[src/bbrt_pkg.sv]
package bbrt_pkg;

  // Map geometry. These fix the widths of the block and count fields of the request and response.
  localparam int unsigned MAX_BLOCKS = 1024;
  localparam int unsigned MAP_AW     = $clog2(MAX_BLOCKS);
  localparam int unsigned CNT_W      = $clog2(MAX_BLOCKS + 1);

  // Field widths.
  localparam int unsigned OFF_W   = 34;
  localparam int unsigned LEN_W   = 25;
  localparam int unsigned CAP_W   = 35;
  localparam int unsigned SHIFT_W = 5;
  localparam int unsigned BOFF_W  = 24;
  localparam int unsigned BSZ_W   = 25;

  // Erase block size limits, as log2 of bytes.
  localparam logic [SHIFT_W-1:0] SHIFT_MIN = 5'd9;
  localparam logic [SHIFT_W-1:0] SHIFT_MAX = 5'd24;
  localparam logic [SHIFT_W-1:0] SHIFT_RST = 5'd17;

  typedef enum logic [1:0] {
    OP_SCAN    = 2'd0,
    OP_XLATE   = 2'd1,
    OP_ATTEMPT = 2'd2,
    OP_CLEAR   = 2'd3
  } opcode_e;

  typedef enum logic [2:0] {
    STAT_OK      = 3'd0,
    STAT_RANGE   = 3'd1,
    STAT_RETRY   = 3'd2,
    STAT_RETIRED = 3'd3,
    STAT_FULL    = 3'd4
  } status_e;

  typedef enum logic [1:0] {
    S_IDLE,
    S_XLATE,
    S_SHIFT
  } state_e;

  typedef struct packed {
    opcode_e              opcode;
    logic                 block_bad;
    logic [OFF_W-1:0]     byte_offset;
    logic [LEN_W-1:0]     byte_length;
    logic [MAP_AW-1:0]    logical_block;
    logic                 attempt_failed;
  } req_t;

  typedef struct packed {
    logic [OFF_W-1:0]     physical_address;
    logic [LEN_W-1:0]     chunk_length;
    status_e              status;
    logic [CNT_W-1:0]     good_blocks;
    logic [CAP_W-1:0]     capacity_bytes;
  } rsp_t;

endpackage

[src/bbrt_addr_calc.sv]
module bbrt_addr_calc (
  input  logic [bbrt_pkg::SHIFT_W-1:0] shift_i,
  input  logic [bbrt_pkg::OFF_W-1:0]   byte_offset_i,
  input  logic [bbrt_pkg::LEN_W-1:0]   byte_length_i,
  input  logic [bbrt_pkg::CNT_W-1:0]   good_count_i,
  input  logic [bbrt_pkg::CNT_W-1:0]   cap_count_i,
  input  logic [bbrt_pkg::MAP_AW-1:0]  map_entry_i,
  input  logic [bbrt_pkg::BOFF_W-1:0]  entry_off_i,
  output logic                         in_range_o,
  output logic [bbrt_pkg::MAP_AW-1:0]  map_idx_o,
  output logic [bbrt_pkg::BOFF_W-1:0]  blk_off_o,
  output logic [bbrt_pkg::LEN_W-1:0]   chunk_o,
  output logic [bbrt_pkg::OFF_W-1:0]   paddr_o,
  output logic [bbrt_pkg::CAP_W-1:0]   capacity_o
);
  import bbrt_pkg::*;

  logic [OFF_W-1:0] blk_idx;
  logic [BSZ_W-1:0] blk_bytes;
  logic [BSZ_W-1:0] blk_mask;
  logic [BSZ_W-1:0] room;

  // Split the logical offset into a block index and an offset inside the block.
  assign blk_idx    = byte_offset_i >> shift_i;
  assign in_range_o = blk_idx < OFF_W'(good_count_i);
  assign map_idx_o  = blk_idx[MAP_AW-1:0];
  assign blk_bytes  = BSZ_W'(1) << shift_i;
  assign blk_mask   = blk_bytes - BSZ_W'(1);
  assign blk_off_o  = byte_offset_i[BOFF_W-1:0] & blk_mask[BOFF_W-1:0];

  // The chunk stops at the block end or when the wanted length runs out.
  assign room    = blk_bytes - BSZ_W'(blk_off_o);
  assign chunk_o = (room < byte_length_i) ? room : byte_length_i;

  // Physical address from the mapped block and the registered block offset.
  assign paddr_o = (OFF_W'(map_entry_i) << shift_i) | OFF_W'(entry_off_i);

  assign capacity_o = CAP_W'(cap_count_i) << shift_i;

endmodule

[config.mk]
export PLATFORM = sky130hd
export DESIGN_NAME = bbrt_addr_calc
export DESIGN_NICKNAME = d
export VERILOG_FILES = /design/src/bbrt_pkg.sv /design/src/bbrt_addr_calc.sv
export SDC_FILE = /design/constraint.sdc
export NUM_CORES = 1
export LEC_CHECK = 0
export BUFFER_PORTS_ARGS = -buffer_cell sky130_fd_sc_hd__clkbuf_2
export CAP_MARGIN = 25
export CORE_MARGIN = 2
export CORE_UTILIZATION = 50
export DETAILED_ROUTE_END_ITERATION = 7
export PLACE_DENSITY_LB_ADDON = 0.12
export SYNTH_ARGS = -nofsm -noshare
export SYNTH_HDL_FRONTEND = slang
export SYNTH_SLANG_ARGS = --single-unit
[constraint.sdc]
create_clock -name vclk -period 8.8
set_input_delay 1.32 -clock vclk [all_inputs]
set_output_delay 1.32 -clock vclk [all_outputs]
set_load 0.01 [all_outputs]
## Word-level counts from Yosys, hierarchy flattened

Cells that the tools add are included.

| operators by class | value |
|---|---|
| bitwise logic cells | 2 |
| order comparisons | 2 |
| shifts and indexed selects | 4 |
| muxes and demuxes | 1 |
| add/subtract/negate cells | 2 |

Operators by type and width:

| cell | count |
|---|---|
| $shl 11x5->35 | 1 |
| $lt 34x11->1 | 1 |
| $or 34x24->34 | 1 |
| $shl 10x5->34 | 1 |
| $shr 34x5->34 | 1 |
| $lt 25x25->1 | 1 |
| $mux 25 | 1 |
| $shl 1x5->25 const A | 1 |
| $sub 25x24->25 | 1 |
| $and 24x24->24 | 1 |
| $sub 24x1->24 const B | 1 |

| word-level totals | value |
|---|---|
| bits in registers | 0 |
| logic and storage cells | 11 |
| input port bits | 120 |
| output and inout bits | 129 |

## Depth between registers and ports, before layout

Gate-level depths: netlist of run 1.

| logic depth | value |
|---|---|
| depth in word-level cells | 6 |
| gate-level depth with buffers | 28 |
| depth with buffers taken out | 23 |

## Worst setup path before layout of run 1

OpenSTA, ideal clock, no wires.

| path | value |
|---|---|
| path kind | input to output |
| start | input shift_i[1] in the netlist's numbering |
| end | output chunk_o[1] in the netlist's numbering |
| buffers on the path | 3 |
| required time | 7480 ps |
| arrival time | 6560 ps |
| cell stages on the path | 24 |
| slack | 920 ps |
| cell sequence | or3_1 -> clkbuf_1 -> or2_2 -> ha_1 -> nand2b_1 -> fa_1 -> or3b_2 -> a21oi_1 -> o41ai_4 -> a31oi_1 -> nor3b_1 -> a211o_1 -> xnor2_1 -> ha_1 -> and3_1 -> nor2b_1 -> nand2_1 -> a2111oi_0 -> o221ai_1 -> nand3_1 -> nand2_1 -> buf_2 -> clkbuf_1 -> o21ai_0 |

| on the way | value |
|---|---|
| word-level cells in the longest chain between the ends | 6 |

Ends and longest elaborated chain:

| what | line | RTL |
|---|---|---|
| start: declaration | bbrt_addr_calc.sv:2 | `input logic [bbrt_pkg::SHIFT_W-1:0] shift_i,` |
| $shl 1x5->25 * | bbrt_addr_calc.sv:27 | `assign blk_bytes = BSZ_W'(1) << shift_i;` |
| $sub 24x1->24 | bbrt_addr_calc.sv:28 | `assign blk_mask = blk_bytes - BSZ_W'(1);` |
| $and 24x24->24 | bbrt_addr_calc.sv:29 | `assign blk_off_o = byte_offset_i[BOFF_W-1:0] & blk_mask[BOFF_W-1:0];` |
| $sub 25x24->25 * | bbrt_addr_calc.sv:32 | `assign room = blk_bytes - BSZ_W'(blk_off_o);` |
| $lt 25x25->1 | bbrt_addr_calc.sv:33 | `assign chunk_o = (room < byte_length_i) ? room : byte_length_i;` |
| $mux 25 * | bbrt_addr_calc.sv:33 |  |
| end: declaration | bbrt_addr_calc.sv:12 | `output logic [bbrt_pkg::LEN_W-1:0] chunk_o,` |

Every way passes the cells marked *; elsewhere a longest branch is shown, timed or not.

## Worst setup path in the final report of run 1

| path | value |
|---|---|
| start | input shift_i[1] in the netlist's numbering |
| end | output chunk_o[24] in the netlist's numbering |

Same word-level chain as after synthesis.

==> results of run 1 <==
-- cells in the mapped netlist, types with 11 or more instances --
library cell / n / area [sq um]
nor2_1: 121 / 454
nand2_1: 120 / 450
o21ai_0: 73 / 365
a21oi_1: 69 / 345
inv_1: 56 / 210
mux2i_1: 50 / 500
ha_1: 42 / 526
clkbuf_1: 32 / 120
mux2_2: 30 / 338
and2_1: 21 / 131
mux4_2: 19 / 428
nand3_1: 19 / 95.1
a21o_1: 17 / 128
buf_2: 16 / 80.1
o22ai_1: 15 / 93.8
buf_1: 13 / 48.8
xnor2_1: 13 / 114
nor2b_1: 12 / 75.1
xor2_1: 12 / 105
a31oi_1: 11 / 68.8
nand2b_1: 11 / 68.8
-- critical path, delay by kind of cell --
kind                     cells  cell delay [ns]
AO/OA/AOI/OAI                9             2.03
AND/OR/NAND/NOR              7             1.71
adder cells (fa/ha/maj)      3             1.03
buffers and inverters        3             0.50
multiplexers                 1             0.38
XOR/XNOR                     1             0.23
-- metal layers --
metal / up-vias / wire [um]
met2: 391 / 10900
met1: 3764 / 10200
li1: 3898 / -
met5: - / 0
met4: 0 / 390
met3: 36 / 2080
-- power groups by stage --
| stage | Clock [mW] | Combinational (mW) | Sequential (mW) |
|---|---|---|---|
| detailed placement | 0 | 0.533 | 0 |
| finish | 0 | 0.541 | 0 |
| global placement | 0 | 0.528 | 0 |
| global route | 0 | 0.597 | 0 |
| CTS | 0 | 0.535 | 0 |
| floorplan | 0 | 0.362 | 0 |
-- worst paths after layout --
check                       start  slack (ns)     endpoint
setup / recovery       shift_i[1]        0.27  chunk_o[24]
hold / removal    entry_off_i[10]        2.90  paddr_o[10]
-- per-stage QoR --
step / util, % / hold slack [ns] / instances
final: 60.8 / 2.90 / 1326
after global routing: 60.8 / 2.92 / 1326
after CTS: 60.8 / 2.91 / 1326
after detailed placement: 60.8 / 2.90 / 1326
after global placement: 60.8 / 2.90 / 1326
after floorplan: - / 2.74 / 958
-- cell usage in the layout, fill, tap and decap left out, types with 6 or more instances in the layout --
master / Yosys / final
clkbuf_2: 0 / 247
nor2_1: 121 / 121
nand2_1: 120 / 120
o21ai_0: 73 / 73
a21oi_1: 69 / 69
inv_1: 56 / 56
mux2i_1: 50 / 50
ha_1: 42 / 42
mux2_2: 30 / 30
and2_1: 21 / 21
buf_4: 8 / 20
nand3_1: 19 / 19
mux4_2: 19 / 19
a21o_1: 17 / 17
o22ai_1: 15 / 15
xnor2_1: 13 / 13
nor2b_1: 12 / 12
xor2_1: 12 / 12
nand2b_1: 11 / 11
a31oi_1: 11 / 11
nor3_1: 9 / 9
a211oi_1: 9 / 9
o211ai_1: 7 / 7
nor3b_1: 7 / 7
nand4_1: 7 / 7
or3_1: 6 / 6
o21ai_1: 6 / 6
a211o_1: 6 / 6
and3_1: 6 / 6
nor4_1: 6 / 6
o21bai_1: 6 / 6
-- cells by family after synthesis --
group           synth area share [%]
compound gates                  29.3
xor+xnor                        3.45
fa+ha+maj                       8.59
buf+inv                         8.94
mux                             20.2
simple gates                    29.6
-- final cells by class --
| class | instances | share of cell area [%] |
|---|---|---|
| inverters | 57 | 2.81 |
| multi-input cells | 828 | 75.9 |
| well taps | 172 | 2.83 |
| repair buffers | 269 | 18.4 |
==> results.py, run 1 <==
metrics = {
    "power": {
        "p_int_mw": 0.224,
        "ir_worst_vdd_v": 0.0000838,
        "p_seq_share_pct": 0,
        "p_clk_share_pct": 0,
        "finalPower_mw": 0.541,
        "pwr-share-comb_pct": 100.0,
        "power.switching_mw": 0.317,
        "leakage_nw": 3.86,
        "p_sw_share_pct": 58.6,
        "power.density_nw_per_um2": 71.0,
    },
    "worst_setup_path": {
        "cp.required_ns": 7.48,
        "cp_max_fo": 39,
        "end_kind": "primary output",
        "start_kind": "input port",
        "cp.arrival_ns": 7.21,
        "cp_cell_sequence": "buf_2, or3_1, or2_2, ha_1, nand2b_1, fa_1, or3b_2, a21oi_1, o41ai_4, nand4_2, o221a_2, o21ai_0, xnor2_1, ha_1, a21oi_1, o21ai_0, a2111oi_1, o221ai_1, o221ai_1, nand3_1, nand2_1, buf_6, mux2_2, clkbuf_2",
        "slowest_delay_ns": 0.51,
        "path_class": "input port to primary output",
        "slowest_stage": "a2111oi_1",
    },
    "timing": {
        "fin_crit_sh_pct": 96.9,
        "tightest_slew_ns": 0.994,
        "fin_ws_ns": 0.271,
        "max_freq_mhz": 117,
        "grt_setup_unrepaired": "false",
        "post-route-min-period_ns": 8.53,
        "hold_violations": 0,
        "slew_viol_final": 0,
        "setup_violations": 0,
        "tns_ns": 0,
        "slew_headroom_pct": 33.7,
    },
    "grt": {
        "gr-usage-met2_pct": 54.1,
        "grt.met3_usage_pct": 2.96,
        "grt_pass1_vias": 6901,
        "grt_usage_pct": 32.7,
        "antenna_found_initial": 0,
        "grt.busiest_layer": "met2",
        "grtUsageMet1_pct": 46.9,
        "grt_pass1_wl_mm": 35.9,
        "grt_max_degree": 95,
        "overflow": 0,
    },
    "floorplan": {
        "die_h_um": 117,
        "die_w_um": 117,
        "rows": 41,
        "initial_core_util_pct": 50.7,
        "ios": 249,
        "dieArea_sq_um": 13600,
        "core_area_sq_um": 12500,
    },
    "layout": {
        "drive_above_1_share_pct": 30.7,
        "seq_area_sq_um": 0,
        "nNetsFinal": 1319,
        "diodes": 0,
        "area_delta_synth_final_pct": 19.9,
        "multi_input_area_sq_um": 5780,
        "design_area_sq_um": 7620,
        "fillers": 1317,
        "seq_cell_count": 0,
        "nClkBuffers": 0,
    },
    "routing": {
        "ant_nets": 0,
        "first_iter_violations": 846,
        "vias_per_cell": 6.10,
        "drt-total-wl_mm": 23.6,
        "drc": 0,
        "drtPass1Iterations": 5,
        "via_count": 8089,
        "wire_per_inst_um": 17.8,
    },
    "placed_design": {
        "placed_area_sq_um": 7610,
        "place_congestion": 0.953,
        "port_buffers": 249,
        "pre_cts_ws_ns": 0.301,
        "dpl.hpwl_mm": 18.6,
    },
    "logic_synthesis": {
        "synthesis.area_sq_um": 6350,
        "syn_nets": 1121,
        "avgSynthCellArea_sq_um": 6.63,
        "yosys_warnings": 0,
        "synthDistinctLibCells": 91,
        "synthCells": 958,
        "yosysSeqAreaShare_pct": 0,
    },
    "clock_network": {
        "ctsHoldBuffers": 0,
        "post_cts_resize_count": 0,
        "cts_setup_buffers": 0,
    },
    "hold_path": {
        "holdPathStages": 3,
        "hold_path.class": "input port to primary output",
    },
    "outcome": {
        "status": "finished clean",
    },
    "flow_run": {
        "maxCapViolations": 0,
    },
}
Power figures use the tool's default switching activity.
==> inputs of run 2 (changes only) <==
Settings changed: PLACE_DENSITY from default to 0.88, PLACE_DENSITY_LB_ADDON 0.12 to default, RECOVER_POWER from default to 25.
==> results.py, run 2 (synthesis results as in run 1) <==
metrics = {
    "layout": {
        "layout_commonest_cell": "clkbuf_2",
        "utilization_pct": 60.6,
        "fillers": 1240,
        "nClkBuffers": 0,
        "diodes": 0,
        "most-common-layout-cells": "clkbuf_2, nor2_1, nand2_1, o21ai_0, a21oi_1",
        "seq_cell_count": 0,
        "multi_input_area_sq_um": 5770,
        "nNetsFinal": 1321,
        "drive_above_1_share_pct": 29.0,
        "area_delta_synth_final_pct": 19.4,
        "seq_area_sq_um": 0,
    },
    "routing": {
        "first_iter_violations": 994,
        "drtPass1Iterations": 8,
        "ant_nets": 0,
        "drt-total-wl_mm": 24.3,
        "via_count": 8316,
        "drc": 0,
        "vias_per_cell": 6.26,
        "wire_per_inst_um": 18.3,
    },
    "grt": {
        "overflow": 0,
        "grt_max_degree": 82,
        "grt_pass1_wl_mm": 36.7,
        "grt_usage_pct": 33.1,
        "antenna_found_initial": 0,
        "grt_pass1_vias": 7242,
    },
    "timing": {
        "fin_crit_sh_pct": 96.4,
        "max_freq_mhz": 118,
        "slew_viol_final": 0,
        "post-route-min-period_ns": 8.48,
        "tns_ns": 0,
        "setup_violations": 0,
        "fin_hold_ws_ns": 2.90,
        "hold_violations": 0,
        "grt_setup_unrepaired": "false",
        "slew_headroom_pct": 31.7,
        "tightest_slew_ns": 1.02,
    },
    "outcome": {
        "status": "finished clean",
    },
    "worst_setup_path": {
        "cp.required_ns": 7.48,
        "path_class": "input port to primary output",
        "end_kind": "primary output",
        "start_kind": "input port",
        "cp.arrival_ns": 7.16,
        "cp_max_fo": 38,
    },
    "power": {
        "power.density_nw_per_um2": 72.2,
        "leakage_nw": 3.80,
        "ir_worst_vdd_v": 0.0000545,
    },
    "hold_path": {
        "min_to": "paddr_o[11]",
        "holdPathStages": 3,
        "hold_path.class": "input port to primary output",
        "hp-start": "entry_off_i[11]",
    },
    "floorplan": {
        "core_area_sq_um": 12500,
        "initial_core_util_pct": 50.7,
        "die_w_um": 117,
        "die_h_um": 117,
        "dieArea_sq_um": 13600,
        "ios": 249,
        "rows": 41,
    },
    "clock_network": {
        "cts_setup_buffers": 0,
        "ctsHoldBuffers": 0,
    },
    "placed_design": {
        "place_congestion": 1.00,
        "dpl.hpwl_mm": 18.9,
        "port_buffers": 249,
    },
    "flow_run": {
        "maxCapViolations": 0,
    },
}
==> run 2: cell types whose count changed in the layout (fill, tap and decap cells not counted), sizes merged <==
cell,change
clkbuf,+4
clkinv,+1
buf,-2
inv,-1
==> run 2: area by class of cell <==
class	instances	share of cell area, %
multi-input combinational	828	76.0
timing repair buffer	271	18.3
tap	172	2.84
inverter	57	2.82
==> run 2: worst max-delay path by stage <==
stage          startpoint           to  slack, ns  cells after the start
6_report       shift_i[1]  chunk_o[12]       0.32                     24
5_1_grt        shift_i[1]  chunk_o[12]       0.11                     24
4_1_cts        shift_i[1]  chunk_o[13]       0.15                     24
3_5_place_dp   shift_i[1]  chunk_o[13]       0.21                     24
3_3_place_gp   shift_i[1]  chunk_o[12]       0.36                     24
2_1_floorplan  shift_i[1]   chunk_o[1]       0.92                     24
==> run 2: through the flow <==
stage	setup slack, ns	instances	power (mW)	instance area [sq um]
global route	0.113	1328	0.597	7580
global placement	0.364	1328	0.523	7630
floorplan	0.920	958	0.362	6350
detailed placement	0.208	1328	0.534	7630
finish	0.320	1328	0.547	7580
CTS	0.154	1328	0.537	7630
==> run 2: per-layer routing <==
layer	share of wire (%)	global-route usage, %
met1	40	44.3
met2	46	54.7
met3	11	5.40
met4	3.3	10.5
met5	0	0
==> run 2: critical path: stages <==
cell       delay [ns]
buf_2            0.12
or3_1            0.39
or2_2            0.32
ha_1             0.29
nand2b_1         0.20
fa_1             0.48
or3b_2           0.49
a21oi_1          0.30
o41ai_4          0.15
nand4_2          0.15
o221a_2          0.21
o21ai_0          0.11
xnor2_1          0.26
ha_1             0.30
a21oi_1          0.14
o21ai_0          0.10
a2111oi_2        0.41
o221ai_1         0.20
o221ai_1         0.27
nand3_1          0.11
nand2_1          0.14
buf_8            0.23
mux2_2           0.36
clkbuf_2         0.13
==> run 2: timing repair <==
| item | CTS | global route |
|---|---|---|
| endpoints found under the hold margin | 0 | 0 |
| endpoints found under the setup margin | 0 | 19 |
| resized for setup | 0 | 4 |
==> run 2: power by group <==
group	total (mW)	internal [mW]	leakage [nW]	switching, mW
Combinational	0.547	0.224	3.80	0.323
Clock	0	0	0	0
Sequential	0	0	0	0
Total	0.547	0.224	3.80	0.323
==> inputs of run 3 (changes only) <==
Settings changed: CORE_ASPECT_RATIO from default to 1.4, CORE_UTILIZATION 50 to 45, PLACE_DENSITY 0.88 to 0.81.
==> results.py, run 3 (synthesis results as in run 1) <==
metrics = {
    "flow_run": {
        "maxCapViolations": 0,
    },
    "timing": {
        "fin_hold_ws_ns": 2.91,
        "fin_crit_sh_pct": 94.5,
        "slew_headroom_pct": 32.9,
        "slew_viol_final": 0,
        "grt_setup_unrepaired": "false",
        "tightest_slew_ns": 1.00,
        "hold_violations": 0,
        "setup_violations": 0,
        "max_freq_mhz": 120,
        "post-route-min-period_ns": 8.32,
        "tns_ns": 0,
    },
    "power": {
        "ir_worst_vdd_v": 0.0000781,
        "leakage_nw": 3.82,
        "power.density_nw_per_um2": 71.9,
    },
    "floorplan": {
        "dieArea_sq_um": 15100,
        "die_h_um": 145,
        "initial_core_util_pct": 45.9,
        "die_w_um": 104,
        "rows": 51,
        "core_area_sq_um": 13800,
        "ios": 249,
    },
    "worst_setup_path": {
        "end_kind": "primary output",
        "startpoint": "shift_i[1]",
        "start_kind": "input port",
        "cp.arrival_ns": 7.00,
        "crit_end": "chunk_o[12]",
        "cp_max_fo": 34,
        "path_class": "input port to primary output",
        "cp.required_ns": 7.48,
    },
    "routing": {
        "wire_per_inst_um": 18.5,
        "via_count": 8060,
        "drc": 0,
        "first_iter_violations": 642,
        "drt-total-wl_mm": 24.8,
        "ant_nets": 0,
        "vias_per_cell": 6.01,
        "drtPass1Iterations": 6,
    },
    "placed_design": {
        "place_congestion": 0.984,
        "port_buffers": 249,
        "place_inst": 1341,
        "placed_area_sq_um": 7640,
        "dpl.hpwl_mm": 19.8,
    },
    "layout": {
        "area_delta_synth_final_pct": 20.0,
        "layout_commonest_cell": "clkbuf_2",
        "nClkBuffers": 0,
        "nNetsFinal": 1321,
        "seq_cell_count": 0,
        "drive_above_1_share_pct": 29.3,
        "finalNonFillerCells": 1341,
        "seq_area_sq_um": 0,
        "most-common-layout-cells": "clkbuf_2, nand2_1, nor2_1, o21ai_0, a21oi_1",
        "design_area_sq_um": 7620,
        "diodes": 0,
        "utilization_pct": 55.1,
        "fillers": 1417,
    },
    "grt": {
        "grt_max_degree": 82,
        "overflow": 0,
        "grt_usage_pct": 30.9,
        "antenna_found_initial": 0,
        "grt_pass1_vias": 7458,
        "grt_pass1_wl_mm": 38.2,
    },
    "clock_network": {
        "post_cts_resize_count": 0,
        "cts_setup_buffers": 0,
        "ctsHoldBuffers": 0,
    },
    "outcome": {
        "status": "finished clean",
    },
    "hold_path": {
        "hold_path.class": "input port to primary output",
    },
}
-- run 3: final cells by class --
class	instances	area [sq um]	share of cell area, %
well taps	185	231	3.04
multi-input cells	828	5780	75.9
inverters	57	214	2.81
repair buffers	271	1390	18.3
-- run 3: layer usage --
layer / track usage, % / part of all wire (%) / up-vias
li1: - / - / 3882
met1: 37.2 / 39 / 3674
met2: 55.8 / 48 / 424
met3: 2.48 / 7.4 / 80
met4: 14.1 / 5.2 / 0
met5: 0 / 0 / -
-- run 3: how the worst min path moves through the flow --
stage,startpoint,to,slack [ns],depth (start not counted)
after floorplan,entry_off_i[10],paddr_o[10],2.74,1
after global placement,entry_off_i[11],paddr_o[11],2.90,3
after detailed placement,entry_off_i[11],paddr_o[11],2.90,3
after CTS,entry_off_i[11],paddr_o[11],2.91,3
after global routing,entry_off_i[15],paddr_o[15],2.92,3
final,entry_off_i[7],paddr_o[7],2.91,3
-- run 3: power breakdown --
part / total (mW) / switching, mW / internal [mW]
registers: 0 / 0 / 0
clock network: 0 / 0 / 0
logic: 0.548 / 0.323 / 0.226
total: 0.548 / 0.323 / 0.226
-- run 3: worst max-delay path: stages --
cell,delay [ns]
buf_2,0.12
or3_1,0.38
or2_2,0.32
ha_1,0.28
nand2b_1,0.20
fa_1,0.47
or3b_2,0.51
a21oi_2,0.22
o41ai_4,0.12
nand4_2,0.16
o221a_2,0.21
o21ai_0,0.13
xnor2_1,0.23
ha_1,0.28
a21oi_1,0.13
o21ai_0,0.12
a2111oi_2,0.37
o221ai_1,0.20
o221ai_1,0.29
nand3_1,0.11
nand2_1,0.13
buf_8,0.21
mux2_2,0.35
clkbuf_2,0.12
-- run 3: through the flow --
step                      total power [mW]  setup WS [ns]
final                                0.548          0.480
after global routing                 0.601        0.00987
after CTS                            0.541         0.0904
after detailed placement             0.538          0.111
after global placement               0.532          0.365
after floorplan                      0.362          0.920
